==> config.mk <==
export PLATFORM = sky130hd
export DESIGN_NAME = vran_back
export DESIGN_NICKNAME = d
export VERILOG_FILES = /design/src/hw/rtl/vran_pkg.sv /design/src/hw/rtl/vran_back.sv
export SDC_FILE = /design/constraint.sdc
export NUM_CORES = 1
export LEC_CHECK = 0
export BUFFER_PORTS_ARGS = -buffer_cell sky130_fd_sc_hd__clkbuf_2
export CORE_ASPECT_RATIO = 0.9
export CORE_MARGIN = 2
export CORE_UTILIZATION = 55
export DETAILED_ROUTE_END_ITERATION = 12
export HOLD_SLACK_MARGIN = 0.08
export PLACE_DENSITY = 0.83
export RECOVER_POWER = 50
export SKIP_LAST_GASP = 1
export SYNTH_ARGS = -nofsm -noshare
export SYNTH_HDL_FRONTEND = slang
export SYNTH_SLANG_ARGS = --single-unit
==> constraint.sdc <==
create_clock -name clk_i -period 14.71 [get_ports clk_i]
set_input_delay 2.2065 -clock clk_i [delete_from_list [all_inputs] [get_ports clk_i]]
set_output_delay 2.2065 -clock clk_i [all_outputs]
set_load 0.1 [all_outputs]
==> src/hw/rtl/vran_pkg.sv <==
// shared constants, types and helpers of the vector reflection datapath
// no dependencies
`timescale 1ns / 1ps
`default_nettype none

package vran_pkg;

  localparam int CW     = 24;          // component width, signed fixed point
  localparam int CFG_W  = 16;          // threshold register width
  localparam int PROD_W = 2 * CW;      // products, squared length, dot product
  localparam int NUM_W  = 3 * CW;      // 2 * |dot| * |n_c|
  localparam int QB     = CW + 2;      // quotient bits, one per divider stage
  localparam int RW     = NUM_W + 2;   // trial divisor width
  localparam int RSW    = QB + 2;      // signed sum before clamping

  localparam logic [CFG_W-1:0] MIN_LEN_RESET = CFG_W'(43);

  localparam logic signed [CW-1:0] COMP_MAX = {1'b0, {(CW-1){1'b1}}};
  localparam logic signed [CW-1:0] COMP_MIN = {1'b1, {(CW-1){1'b0}}};

  typedef logic [2:0][CW-1:0] vec_t;

  // per-item side data that rides along the divider
  typedef struct packed {
    logic       degen;
    logic [2:0] qneg;
    vec_t       inc;
  } tag_t;

  typedef struct packed {
    tag_t                       tag;
    logic [PROD_W-1:0]          dsr;
    logic [2:0][NUM_W-1:0]      num;
  } div_in_t;

  typedef struct packed {
    tag_t                       tag;
    logic [PROD_W-1:0]          dsr;
    logic [2:0][PROD_W-1:0]     rem;
    logic [2:0][QB-1:0]         quo;
  } div_out_t;

  typedef struct packed {
    vec_t refl;
    logic degen;
    logic sat;
  } result_t;

  function automatic logic [CW-1:0] mag(input logic [CW-1:0] v);
    return v[CW-1] ? (~v + 1'b1) : v;
  endfunction

endpackage

`default_nettype wire

==> src/hw/rtl/vran_back.sv <==
// back stages: round the quotient, apply it to the incident vector, clamp
// depends on vran_pkg
`timescale 1ns / 1ps
`default_nettype none

module vran_back (
  input  wire logic               clk_i,
  input  wire logic               rst_ni,
  input  wire logic               adv_i,
  input  wire logic               valid_i,
  input  wire vran_pkg::div_out_t div_i,
  output logic                    valid_o,
  output vran_pkg::result_t       res_o
);
  import vran_pkg::*;

  // stage 1: round to nearest, ties away from zero
  logic               r1_valid_q;
  tag_t               r1_tag_q;
  logic [2:0][QB-1:0] r1_quo_q;

  always_ff @(posedge clk_i) begin
    if (adv_i) begin
      r1_tag_q <= div_i.tag;
      for (int c = 0; c < 3; c++) begin
        r1_quo_q[c] <= div_i.quo[c]
          + QB'({div_i.rem[c], 1'b0} >= {1'b0, div_i.dsr});
      end
    end
  end

  // stage 2: add or subtract, saturate, pick pass-through for short normals
  logic                     r2_valid_q;
  result_t                  r2_q, r2_d;
  logic signed [RSW-1:0]    sum;
  logic [RSW-1:0]           iext, qext;
  logic [RSW-CW:0]          top;

  always_comb begin
    r2_d.sat   = 1'b0;
    r2_d.degen = r1_tag_q.degen;
    sum        = '0;
    iext       = '0;
    qext       = '0;
    top        = '0;
    for (int c = 0; c < 3; c++) begin
      iext = {{(RSW-CW){r1_tag_q.inc[c][CW-1]}}, r1_tag_q.inc[c]};
      qext = {{(RSW-QB){1'b0}}, r1_quo_q[c]};
      sum  = r1_tag_q.qneg[c] ? $signed(iext + qext) : $signed(iext - qext);
      top  = sum[RSW-1:CW-1];
      if (r1_tag_q.degen) begin
        r2_d.refl[c] = r1_tag_q.inc[c];
      end else if ((top != '0) && (top != '1)) begin
        r2_d.refl[c] = sum[RSW-1] ? COMP_MIN : COMP_MAX;
        r2_d.sat     = 1'b1;
      end else begin
        r2_d.refl[c] = sum[CW-1:0];
      end
    end
  end

  always_ff @(posedge clk_i) begin
    if (adv_i) r2_q <= r2_d;
  end

  always_ff @(posedge clk_i or negedge rst_ni) begin
    if (!rst_ni) begin
      r1_valid_q <= 1'b0;
      r2_valid_q <= 1'b0;
    end else if (adv_i) begin
      r1_valid_q <= valid_i;
      r2_valid_q <= r1_valid_q;
    end
  end

  assign valid_o = r2_valid_q;
  assign res_o   = r2_q;

endmodule

`default_nettype wire

# == Yosys cells after proc, flatten, opt, wreduce, memory -nomap -nowiden ==
# Cells that the tools add are included.
# totals
latchBits,0
ff_bits,230
ram_bits,0
out_inout_bits,75
mem_bits_ro,0
n_memories,0
wordCells,54
in_bits,350
# classes
n_mul,0
bitwise,0
n_reduce_logical,6
n_lt_le_gt_ge,3
shifts,0
muxes,18
eq_ne,3
add_sub_neg,9
n_div,0
# ops
op,count
2-to-1 mux 24 bit,9
greater-or-equal comparator 49 x 48 -> 1 bit,3
adder 24 x 27 -> 28 bit,3
2-to-1 mux 28 bit,3
subtractor 24 x 27 -> 28 bit,3
adder 26 x 1 -> 26 bit,3
"!= test 5 bit, second input constant",3
nonzero test 5 bit,3
2-to-1 mux 1 bit,6
logical AND 1 bit,3

# == Depth between registers and ports, before layout ==
# Gate-level depths: netlist (run 1).
# logic_depth
word_depth,10
mapped_depth,22
ltp_nobuf,21

# == Worst setup path after synthesis (run 1) ==
# OpenSTA, ideal clock, no wires.
# synth_timing
kind,input to register
startpoint,input div_i[224] (netlist bit)
endpoint,register r1_quo_q (netlist bit qext[23]) (data pin)
setup_ns,0.258
setup_slack_ns,9.241
arrival_ns,5.212
cell_stages,19
t_required_ns,14.452
path_buffers,0
cell_sequence,inv_1 > ha_1 > a21o_1 > a21o_1 > a211oi_1 > o21ai_0 > a221oi_1 > o21ai_0 > a21oi_1 > a21oi_1 > or3_1 > ha_1 > and3_1 > and2_1 > nand4_1 > nor2_1 > and4_1 > nand3_1 > xnor2_1
# synth_via
elab_chain_cells,2
# synth_rtl
item,line_no,text
from (decl),vran_back.sv:11,"input wire vran_pkg::div_out_t div_i,"
greater-or-equal comparator 49 x 48 -> 1 bit,vran_back.sv:27,"+ QB'({div_i.rem[c], 1'b0} >= {1'b0, div_i.dsr});"
adder 26 x 1 -> 26 bit,vran_back.sv:27,
"to (signal, indexed assignment)",vran_back.sv:26,r1_quo_q[c] <= div_i.quo[c]
to (decl),vran_back.sv:20,logic [2:0][QB-1:0] r1_quo_q;
# Every way passes these cells.
# A chain may end at the register's enable or synchronous reset.

# == Worst setup path in the final report (run 1) ==
# layout_timing
startpoint,input adv_i
endpoint,register r1_quo_q[27] (netlist bit) (enable)
# layout_lines
item,line_no,text
from (decl),vran_back.sv:9,"input wire logic adv_i,"
# No word-level cell between the ends.

==> results.env, run 1 <==
SYNTH_ASYNC_SR_FLOP_SHARE_PCT=0.870
SYNTH_TOP_CELL_AREA_SHARE_PCT=36.7
CTS_TREE='built'
CTS.REPAIR_TIMING.SETUP_BUFFER_COUNT=0
SYNTH-SEQ-CELLS=230
TIMING.CRITICAL_PATH.ARRIVAL_NS=8.47
DIEHEIGHT_UM=179
MAX_SLEW_MARGIN_PCT=-258
WORST_SKEW_PAIR.LATE_LATENCY_NS=0.53
SYNTH.AVG_CELL_AREA_UM2=9.64
POST_CTS_RESIZED=0
TIMING.SETUP.CRITICAL_PATH_CLASS='input port to flop'
OVERFLOW=0
FINAL.HOLD.WORST_SLACK_NS=0.514
RSZ_0062_RAISED_AFTER_GLOBAL_ROUTING='no'
MET1_USE_GR_PCT=35.3
FINAL_MAX_SLEW_VIOL_COUNT=243
SYNTHMUXAREASHARE_PCT=0.690
FP.COREAREA_UM2=33700
ANTENNA_VIOLATING_NETS_POST_ROUTE=0
PATH_DEPTH=2
CP_REQUIRED_NS=14.78
DIE_WIDTH_UM=198
NNETSFINAL=2943
IO-PIN-COUNT=425
DIEAREA_UM2=35500
DP_HPWL_UM=44600
CELL_TYPE_CONTRIBUTING_THE_MOST_TOTAL_CELL_AREA_AFTER_SYNTHESIS='sky130_fd_sc_hd__edfxtp_1'
POWER.SHARE.SEQUENTIAL_PCT=33.0
VIAS=16500
MOSTFREQUENTLAYOUTCELL='sky130_fd_sc_hd__clkbuf_2'
USE_MET3_PCT=5.29
GROUTE.USAGE.OVERALL_PCT=29.6
SYN_TO_FINAL_GROWTH_PCT=18.0
CTS_HTREE_LEVELS=1
FILLER_CELL_COUNT=2742
POWER_REPORT.INTERNAL_TOTAL_mW=1.57
VIOLATIONS='max-capacitance violations, max-slew violations'
PLACEMENT.IO_BUFFERS=424
POST-ROUTE-DRC-COUNT=0
WIRELENGTH_UM=54200
CRIT_SLOWEST_CELL='sky130_fd_sc_hd__clkbuf_1'
END_KIND='flop'
ANTENNA_FOUND_INITIAL=3
FINAL-SETUP-VIOL-COUNT=0
MIN-DELAY-PATH-CLASS='flop to flop'
CRITICAL-PATH-MAX-STAGE-DELAY_NS=3.71
SYNTHESIS.AREA_UM2=18700
YS_WARN_COUNT=0
TIMING.FINAL.CRIT_SHARE_PCT=57.1
SYNTH-ADDER-AREA-SHARE_PCT=16.0
TIMING.CRITICAL_PATH.FANOUT_MAX=100
USE_MET2_PCT=54.2
FINAL_CELL_MIX='382 x sky130_fd_sc_hd__clkbuf_2, 234 x sky130_fd_sc_hd__a21oi_1, 234 x sky130_fd_sc_hd__ha_1'
PATH_DELAY_FAMILY='buffers and inverters'
CTS_HOLD_BUF=0
POWER-PER-CELL-AREA_nW_PER_UM2=120
FINAL_ESTIMATED_ROUTING_CONGESTION_IN_GLOBAL_PLACEMENT=1.00
VIAS_PER_CELL=5.80
SYNTH_TOP_FLOP_CELL='sky130_fd_sc_hd__edfxtp_1'
PWR-SHARE-CLK_PCT=23.3
POWER.IR.VDD_WORST_V=0.0000870
DRT_ITER0_MARKERS=1405
SYNTH.TOP_CELLS.BY_AREA='sky130_fd_sc_hd__edfxtp_1 37%, sky130_fd_sc_hd__ha_1 16%, sky130_fd_sc_hd__a21oi_1 6.3%'
POWER.SWITCHING_FRACTION_PCT=40.9
SYNTH-XOR-AREA-SHARE_PCT=10.3
WORST_PIN_SLEW_NS=5.38
TIMING.REG2REG.WORST_PATH_DEPTH=20
CELLLEAKAGEPOWER_nW=9.91
COMB_POWER_SHARE_PCT=43.7
SYNTH_EDF_COUNT=228
CTS_MAX_PATH_BUFFERS=3
CLOCKROOTBUFFER='sky130_fd_sc_hd__clkbuf_16'
MAX_FREQ_GHz=0.119
SKEW_NS=0.0101
CTS_MADE_BUFFERS=25
GRT_PEAK_USE_LAYER='met2'
PATH_COMMON_CELL='sky130_fd_sc_hd__clkbuf_1'
MAIN_COMBINATIONAL_CELL_FAMILY_BY_AREA_AFTER_SYNTHESIS='compound AO/OA/AOI/OAI gates'
DRT_FIRST_PASS_ITERS=6
TOTAL_POWER_mW=2.65
DPL_CELL_AREA_UM2=21300
GRT_MAX_DEGREE=101
POWER.SWITCHING_mW=1.09
RUN_STATUS='finished with violations'
WL_PER_CELL_UM=19.1
CLOCK-SINKS=230
CRITICAL_PATH.STARTPOINT_TYPE='input port'
DRV.MAX_CAP_VIOLATION_COUNT=3
SYNTH.LIB_CELLS_USED.DISTINCT=76
FINAL.SETUP.TNS_NS=0
FINAL_AREA_UM2=22000
YOSYSSEQAREASHARE_PCT=36.9
MIN_DELAY_PATH_DEPTH=1
SYNTH_COMPOUND_GATE_AREA_SHARE_PCT=16.8
GRT_PASS1_WL_UM=82600
POST-ROUTE-MIN-PERIOD_NS=8.40
POSTLAYOUTCOREUTIL_PCT=65.4
LAYOUT_CELLS_SIZED_ABOVE_1_PCT=19.1
START_UTIL_PCT=55.4
GRT_PASS1_VIAS=16200
POST_SYNTH_INST_COUNT=1938
CORE.ROWCOUNT=64
HOLD_VIOL=0
BUFS_AND_INVS_ON_WORST_PATH=2
POST_SYNTH_SIMPLE_GATE_AREA_PCT=16.3
CRIT_PATH_CELL_TRACE='clkbuf_1, clkbuf_1'
CLK_PIN_SLEW_WORST_PATHS_NS=0.06
SYNTH_NETS=2525
[cells by family (layout without fill, tap and decap cells)]
family / Yosys count / after routing
AO/OA/AOI/OAI: 516 / 516
XOR/XNOR: 219 / 219
adder cells (fa/ha/maj): 237 / 237
buffers and inverters: 150 / 584
flip-flops: 230 / 230
multiplexers: 12 / 12
other: 0 / 4
AND/OR/NAND/NOR: 574 / 574
[sequential cells by signal, indices dropped and copies added, names as in the netlist]
name and count:
res_o 74, r1_quo_q 52, r1_tag_q 52, qext 26
iext 24, r1_valid_q 1, valid_o 1
[cell usage after synthesis, types with 9 or more instances]
cell                       count
sky130_fd_sc_hd__a211oi_1     12
sky130_fd_sc_hd__xor2_1      110
sky130_fd_sc_hd__nor2b_1      73
sky130_fd_sc_hd__xnor2_1     109
sky130_fd_sc_hd__a31oi_1      14
sky130_fd_sc_hd__nand2b_1     28
sky130_fd_sc_hd__clkbuf_1     32
sky130_fd_sc_hd__nor3_1       38
sky130_fd_sc_hd__and3_1       33
sky130_fd_sc_hd__o21bai_1     12
sky130_fd_sc_hd__or3_1        11
sky130_fd_sc_hd__inv_1       109
sky130_fd_sc_hd__nand4_1      64
sky130_fd_sc_hd__nand3_1      42
sky130_fd_sc_hd__a21oi_1     234
sky130_fd_sc_hd__edfxtp_1    228
sky130_fd_sc_hd__ha_1        234
sky130_fd_sc_hd__nor2_1      121
sky130_fd_sc_hd__nand2_1     102
sky130_fd_sc_hd__a21o_1       88
sky130_fd_sc_hd__o21ai_0      86
sky130_fd_sc_hd__o21a_1        9
sky130_fd_sc_hd__nor4_1       16
[area by class of cell]
cell class	instances	area, um^2	share of cell area (%)
clock inverter	13	149	0.676
tap	462	578	2.62
antenna	4	10.0	0.0454
inverter	109	409	1.86
clock buffer	30	644	2.92
timing repair buffer	432	2120	9.63
multi-input combinational	1558	11200	50.9
sequential	230	6900	31.3
[power by group through the flow]
stage	registers, mW	logic (mW)	clock network (mW)
3_5_place_dp	0.884	1.14	0
4_1_cts	0.871	1.15	0.626
3_3_place_gp	0.883	1.12	0
6_report	0.875	1.16	0.619
5_1_grt	0.882	1.26	0.648
2_1_floorplan	1.13	0.610	0
[per-layer routing]
layer | up-vias | share of wire, %
met1 | 7658 | 38
met5 | - | 0.018
met3 | 89 | 8.6
met4 | 2 | 2.9
li1 | 8008 | -
met2 | 704 | 51
[final timing paths]
kind	start	endpoint	slack, ns
setup / recovery	adv_i	r1_quo_q[27]$_DFFE_PP_	6.31
hold / removal	r1_valid_q$_DFFE_PN0P_	r1_valid_q$_DFFE_PN0P_	0.51
setup reg to reg	r1_quo_q[7]$_DFFE_PP_	res_o[0]$_DFFE_PP_	8.49
hold reg to reg	r1_valid_q$_DFFE_PN0P_	r1_valid_q$_DFFE_PN0P_	0.51
max in group asynchronous	rst_ni	r1_valid_q$_DFFE_PN0P_	13.08
min in group asynchronous	rst_ni	valid_o$_DFFE_PN0P_	1.48
[metrics by stage]
stage,worst slack [ns],instances
2_1_floorplan,9.24,1938
3_3_place_gp,8.69,2791
3_5_place_dp,8.51,2791
4_1_cts,8.64,2834
5_1_grt,5.69,2836
6_report,6.31,2838
Note: power is estimated with default switching activity, not from simulation.
==> run 2, diff against run 1 <==
==> constraint.sdc (replaced) <==
create_clock -name clk_i -period 8.44 [get_ports clk_i]
set_input_delay 1.266 -clock clk_i [delete_from_list [all_inputs] [get_ports clk_i]]
set_output_delay 1.266 -clock clk_i [all_outputs]
set_load 0.1 [all_outputs]
==> results.env, run 2 (synthesis results as in run 1) <==
RUN_STATUS='finished with violations'
VIOLATIONS='max-capacitance violations, max-slew violations'
MAX_SLEW_MARGIN_PCT=-214  # +44 points
CRITICAL-PATH-MAX-STAGE-DELAY_NS=3.21  # -0.50 ns
MIN-DELAY-PATH-CLASS='input port to async pin'
SYN_TO_FINAL_GROWTH_PCT=18.3
END_KIND='flop'
FILLER_CELL_COUNT=2733  # -0.33%
GRT_PASS1_VIAS=16200  # +0.20%
PLACEMENT.IO_BUFFERS=424  # unchanged
POSTLAYOUTCOREUTIL_PCT=65.6  # +0.20 points
CRITICAL_PATH.STARTPOINT_TYPE='input port'
CRIT_PATH_CELL_TRACE='clkbuf_1, clkbuf_2, mux2_2'
DP_HPWL_UM=43600  # -2.2%
DRV.MAX_CAP_VIOLATION_COUNT=4  # +1
WIRELENGTH_UM=53500  # -1.3%
REG2REG_FROM='r1_quo_q[7]$_DFFE_PP_'
CRITICAL_PATH.STARTPOINT='adv_i'
BUFS_AND_INVS_ON_WORST_PATH=2  # unchanged
START_UTIL_PCT=55.4  # unchanged
POST-ROUTE-MIN-PERIOD_NS=6.35
DIEHEIGHT_UM=179  # unchanged
WORST_PIN_SLEW_NS=4.71  # -0.664 ns
FINAL_MAX_SLEW_VIOL_COUNT=313  # +29%
TIMING.CRITICAL_PATH.FANOUT_MAX=92  # -8.0%
LARGEST_REG_FLOPS=74  # unchanged
FINAL.SETUP.TNS_NS=0  # unchanged
GROUTE.USAGE.OVERALL_PCT=29.3  # -0.37 points
CTS_MADE_BUFFERS=26  # +4.0%
DPL_CELL_AREA_UM2=21300  # about the same
OVERFLOW=0  # unchanged
MOSTFREQUENTLAYOUTCELL='sky130_fd_sc_hd__clkbuf_2'
WORST_SKEW_PAIR.LATE_LATENCY_NS=0.54  # about the same
POST-ROUTE-DRC-COUNT=0  # unchanged
LAYOUT_CELLS_SIZED_ABOVE_1_PCT=20.4  # +1.3 points
SKEW_NS=0.0157  # +0.00558 ns
CLOCKROOTBUFFER='sky130_fd_sc_hd__clkbuf_16'
POWER-PER-CELL-AREA_nW_PER_UM2=210  # +75%
ANTENNA_FOUND_INITIAL=4  # +1
HOLD_VIOL=0  # unchanged
FP.COREAREA_UM2=33700  # unchanged
PATH_DELAY_FAMILY='buffers and inverters'
CTS_HOLD_BUF=0  # unchanged
TIMING.SETUP.CRITICAL_PATH_CLASS='input port to flop'
CORE.ROWCOUNT=64  # unchanged
POWER.IR.VDD_WORST_V=0.000167  # +91%
CLK_PIN_SLEW_WORST_PATHS_NS=0.06  # about the same
VIAS_PER_CELL=5.85  # +0.85%
NNETSFINAL=2943  # unchanged
FINAL-SETUP-VIOL-COUNT=0  # unchanged
CTS_TREE='built'
CTS_HTREE_LEVELS=1  # unchanged
DRT_ITER0_MARKERS=1059  # -25%
ANTENNA_VIOLATING_NETS_POST_ROUTE=0  # unchanged
CLOCK-SINKS=230  # unchanged
CTS.REPAIR_TIMING.SETUP_BUFFER_COUNT=0  # unchanged
REGAREA_UM2=6900  # unchanged
FINAL_ESTIMATED_ROUTING_CONGESTION_IN_GLOBAL_PLACEMENT=1.03  # +3.0%
RSZ_0062_RAISED_AFTER_GLOBAL_ROUTING='no'
MAX_FREQ_GHz=0.158
DRT_FIRST_PASS_ITERS=7  # +1
GRT_MAX_DEGREE=93  # -7.9%
IO-PIN-COUNT=425  # unchanged
VIAS=16600  # +0.95%
FINAL_AREA_UM2=22100  # +0.30%
GRT_PASS1_WL_UM=81900  # -0.83%
POST_CTS_RESIZED=0  # unchanged
CTS_MAX_PATH_BUFFERS=3  # unchanged
CELLLEAKAGEPOWER_nW=10.0  # +1.0%
CP_REQUIRED_NS=8.86  # -5.92 ns
CRIT_SLOWEST_CELL='sky130_fd_sc_hd__clkbuf_1'
FINAL_CELL_MIX='412 x sky130_fd_sc_hd__clkbuf_2, 234 x sky130_fd_sc_hd__a21oi_1, 234 x sky130_fd_sc_hd__ha_1'
TIMING.CRITICAL_PATH.ARRIVAL_NS=6.77  # -1.70 ns
DIE_WIDTH_UM=198  # unchanged
TIMING.FINAL.CRIT_SHARE_PCT=75.2
DIEAREA_UM2=35500  # unchanged
WL_PER_CELL_UM=18.8  # -1.4%
MULTI_INPUT_COMB_AREA_UM2=11200  # unchanged
FINAL.HOLD.WORST_SLACK_NS=0.500  # -0.0140 ns
[run 2: area by class of cell]
cell class                      instances  share of cell area [%]
Clock buffer                           36                    3.35
Inverter                              109                    1.85
Sequential cell                       230                    31.2
Clock inverter                         12                   0.436
Antenna cell                            3                  0.0340
Tap cell                              462                    2.62
Timing Repair Buffer                  431                    9.72
Multi-Input combinational cell       1558                    50.8
[run 2: path summary, 6_finish.rpt]
path / endpoint / slack (ns) / cells past startpoint
max: r1_valid_q$_DFFE_PN0P_ / 2.09 / 3
min: r1_valid_q$_DFFE_PN0P_ / 0.50 / 1
max reg2reg: res_o[0]$_DFFE_PP_ / 2.21 / 20
min reg2reg: valid_o$_DFFE_PN0P_ / 0.51 / 1
max in group asynchronous: r1_valid_q$_DFFE_PN0P_ / 7.81 / 1
min in group clk_i: valid_o$_DFFE_PN0P_ / 0.51 / 1
[run 2: power breakdown]
part | internal [mW] | switching, mW
logic | 0.665 | 1.35
registers | 1.43 | 0.0925
clock network | 0.643 | 0.468
[run 2: per-layer routing]
metal  vias to the layer above  GRT usage, %  part of all wire [%]
li1                       8025             -                     -
met1                      7761          35.1                    39
met5                         -             0                 0.019
met2                       701          51.8                    49
met3                       129          5.21                   8.0
met4                         2          12.3                   4.3
[run 2: per-stage QoR]
stage | instances | setup WS (ns) | power (mW)
floorplan | 1938 | 3.69 | 3.04
global placement | 2790 | 2.59 | 3.48
detailed placement | 2790 | 2.41 | 3.53
CTS | 2838 | 2.38 | 4.64
global route | 2841 | 1.57 | 4.89
finish | 2841 | 2.09 | 4.65
==> run 3, diff against run 2 <==
--- a/config.mk
+++ b/config.mk
@@ -8,10 +8,10 @@
 export BUFFER_PORTS_ARGS = -buffer_cell sky130_fd_sc_hd__clkbuf_2
 export CORE_ASPECT_RATIO = 0.9
 export CORE_MARGIN = 2
-export CORE_UTILIZATION = 55
+export CORE_UTILIZATION = 51
 export DETAILED_ROUTE_END_ITERATION = 12
 export HOLD_SLACK_MARGIN = 0.08
-export PLACE_DENSITY = 0.83
+export PLACE_DENSITY = 0.81
 export RECOVER_POWER = 50
 export SKIP_LAST_GASP = 1
 export SYNTH_ARGS = -nofsm -noshare
==> constraint.sdc (replaced) <==
create_clock -name clk_i -period 5.7 [get_ports clk_i]
set_input_delay 0.855 -clock clk_i [delete_from_list [all_inputs] [get_ports clk_i]]
set_output_delay 0.855 -clock clk_i [all_outputs]
set_load 0.1 [all_outputs]
==> results.env, run 3 (synthesis results as in run 1) <==
RUN_STATUS='finished with violations'
VIOLATIONS='max-capacitance violations, max-slew violations'
CRIT_SLOWEST_CELL='sky130_fd_sc_hd__edfxtp_1'
CLK_PIN_SLEW_WORST_PATHS_NS=0.07  # about the same
GRT_PASS1_VIAS=16400  # +1.4%
FINAL_MAX_SLEW_VIOL_COUNT=131  # -58%
DRT_ITER0_MARKERS=1081  # +2.1%
MOSTFREQUENTLAYOUTCELL='sky130_fd_sc_hd__clkbuf_2'
GRT_MAX_DEGREE=131  # +41%
DP_WORST_SETUP_SLACK_NS=0.246  # -2.17 ns
CTS_MADE_BUFFERS=25  # -3.8%
GRT_PASS1_WL_UM=83600  # +2.0%
HOLD_VIOL=0  # unchanged
CTS_MAX_PATH_BUFFERS=3  # unchanged
POWER-PER-CELL-AREA_nW_PER_UM2=314  # +49%
CRITICAL_PATH.STARTPOINT_TYPE='flop'
DP_HPWL_UM=44800  # +2.7%
LAYOUT_CELLS_SIZED_ABOVE_1_PCT=19.6  # -0.86 points
CELLLEAKAGEPOWER_nW=10.0  # -0.15%
LARGEST_REG_FLOPS=74  # unchanged
OVERFLOW=0  # unchanged
FP.COREAREA_UM2=36100  # +7.0%
MIN-DELAY-PATH-CLASS='input port to flop'
TIMING.CRITICAL_PATH.ARRIVAL_NS=5.65  # -1.12 ns
FINAL_CELL_MIX='380 x sky130_fd_sc_hd__clkbuf_2, 234 x sky130_fd_sc_hd__a21oi_1, 234 x sky130_fd_sc_hd__ha_1'
REGAREA_UM2=6900  # unchanged
CLOCKROOTBUFFER='sky130_fd_sc_hd__clkbuf_16'
CRIT_PATH_CELL_TRACE='or3_1, or2_2, nor4b_1, buf_4, and3_1, nor2b_1, a21oi_1, xnor2_2, ha_1, a21oi_1, nor3b_2, nand2_1, or3_1, and3_1, or2_0, or3_1, a21oi_2, buf_4, a21oi_1'
END_KIND='flop'
ANTENNA_VIOLATING_NETS_POST_ROUTE=0  # unchanged
NNETSFINAL=2952  # +0.31%
RSZ_0062_RAISED_AFTER_GLOBAL_ROUTING='no'
MIN_FROM='div_i[342]'
PATH_DELAY_FAMILY='simple AND/OR/NAND/NOR gates'
WORST_SKEW_PAIR.LATE_LATENCY_NS=0.52  # -0.02 ns
MAX_SLEW_MARGIN_PCT=-116  # +99 points
START_UTIL_PCT=51.8  # -3.6 points
IO-PIN-COUNT=425  # unchanged
GROUTE.USAGE.OVERALL_PCT=27.8  # -1.4 points
VIAS=16700  # +0.48%
ANTENNA_FOUND_INITIAL=5  # +1
DRT_FIRST_PASS_ITERS=7  # unchanged
WL_PER_CELL_UM=19.3  # +2.5%
CP_REQUIRED_NS=5.96  # -2.90 ns
DIEHEIGHT_UM=186  # +3.8%
CRITICAL-PATH-MAX-STAGE-DELAY_NS=0.42  # -2.79 ns
CLOCK-SINKS=230  # unchanged
POST-ROUTE-MIN-PERIOD_NS=5.40
CRITICAL_PATH.STARTPOINT='qext[4]$_DFFE_PP_'
FINAL-SETUP-VIOL-COUNT=0  # unchanged
TIMING.SETUP.CRITICAL_PATH_CLASS='flop to flop'
PLACEMENT.IO_BUFFERS=424  # unchanged
TIMING.FINAL.CRIT_SHARE_PCT=94.7
CTS_TREE='built'
TIMING.CRITICAL_PATH.FANOUT_MAX=23  # -75%
SKEW_NS=0.0147  # -0.00107 ns
POST-ROUTE-DRC-COUNT=0  # unchanged
WIRELENGTH_UM=55300  # +3.3%
FINAL.HOLD.WORST_SLACK_NS=0.500  # +0.000474 ns
CTS_HTREE_LEVELS=1  # unchanged
DIE_WIDTH_UM=206  # +3.8%
WORST_PIN_SLEW_NS=3.23  # -1.48 ns
DIEAREA_UM2=38200  # +7.7%
CORE.ROWCOUNT=66  # +3.1%
FINAL_ESTIMATED_ROUTING_CONGESTION_IN_GLOBAL_PLACEMENT=0.969  # -6.0%
TOTAL_POWER_mW=6.99  # +50%
DRV.MAX_CAP_VIOLATION_COUNT=1  # -3
SYN_TO_FINAL_GROWTH_PCT=19.0
BUFS_AND_INVS_ON_WORST_PATH=2  # unchanged
REG2REG_FROM='qext[4]$_DFFE_PP_'
MULTI_INPUT_COMB_AREA_UM2=11300  # +0.33%
FILLER_CELL_COUNT=2979  # +9.0%
WORST_SETUP_SLACK_FINAL_NS=0.305  # -1.79 ns
FINAL.SETUP.TNS_NS=0  # unchanged
POWER.IR.VDD_WORST_V=0.000223  # +34%
MAX_FREQ_GHz=0.185
VIAS_PER_CELL=5.83  # -0.33%
[run 3: cell types whose count changed in the layout (fill, tap and decap cells not counted), sizes merged, moves of 2 or more]
cell / change
buf: +10
bufinv: +4
clkbuf: -8
clkinv: +3
clkinvlp: -2
diode: +2
[run 3: worst paths after layout]
kind                       slack [ns]  depth (start not counted)                endpoint
hold reg to reg                  0.52                          1  r1_valid_q$_DFFE_PN0P_
setup reg to reg                 0.30                         19     res_o[69]$_DFFE_PP_
min in group asynchronous        0.63                          2  r1_valid_q$_DFFE_PN0P_
setup / recovery                 0.30                         19     res_o[69]$_DFFE_PP_
hold / removal                   0.50                          1  r1_tag_q[72]$_DFFE_PP_
max in group asynchronous        4.95                          2     valid_o$_DFFE_PN0P_
[run 3: final cells by class]
type	count	area share, %
clock inverter	16	0.979
sequential	230	31.0
tap	476	2.68
clock buffer	29	2.88
antenna	5	0.0563
multi-input combinational	1558	50.7
inverter	109	1.84
timing repair buffer	441	9.88
[run 3: through the flow]
stage,cells,cell area [um^2],utilization [%]
3_3_place_gp,2812,21400,59.2
3_5_place_dp,2812,21400,59.2
2_1_floorplan,1938,18700,-
5_1_grt,2864,22200,61.6
4_1_cts,2858,22200,61.6
6_report,2864,22200,61.6
[run 3: power breakdown]
| group | switching, mW | internal, mW |
|---|---|---|
| sequential | 0.132 | 2.12 |
| clock | 0.683 | 1.03 |
| combinational | 2.03 | 0.988 |
[run 3: per-layer routing]
layer	vias to the layer above	global-route usage (%)	wire length, um
met5	-	0	0
met4	0	14.9	2980
met3	151	5.04	4460
met2	726	49.0	27200
met1	7776	32.3	20600
li1	8045	-	-
[run 3: what timing repair did]
action	CTS	global route
gates resized for setup	0	9
hold buffers	1	0
buffers inserted	0	1
setup endpoints to repair	0	47
endpoints found under the hold margin	2	0
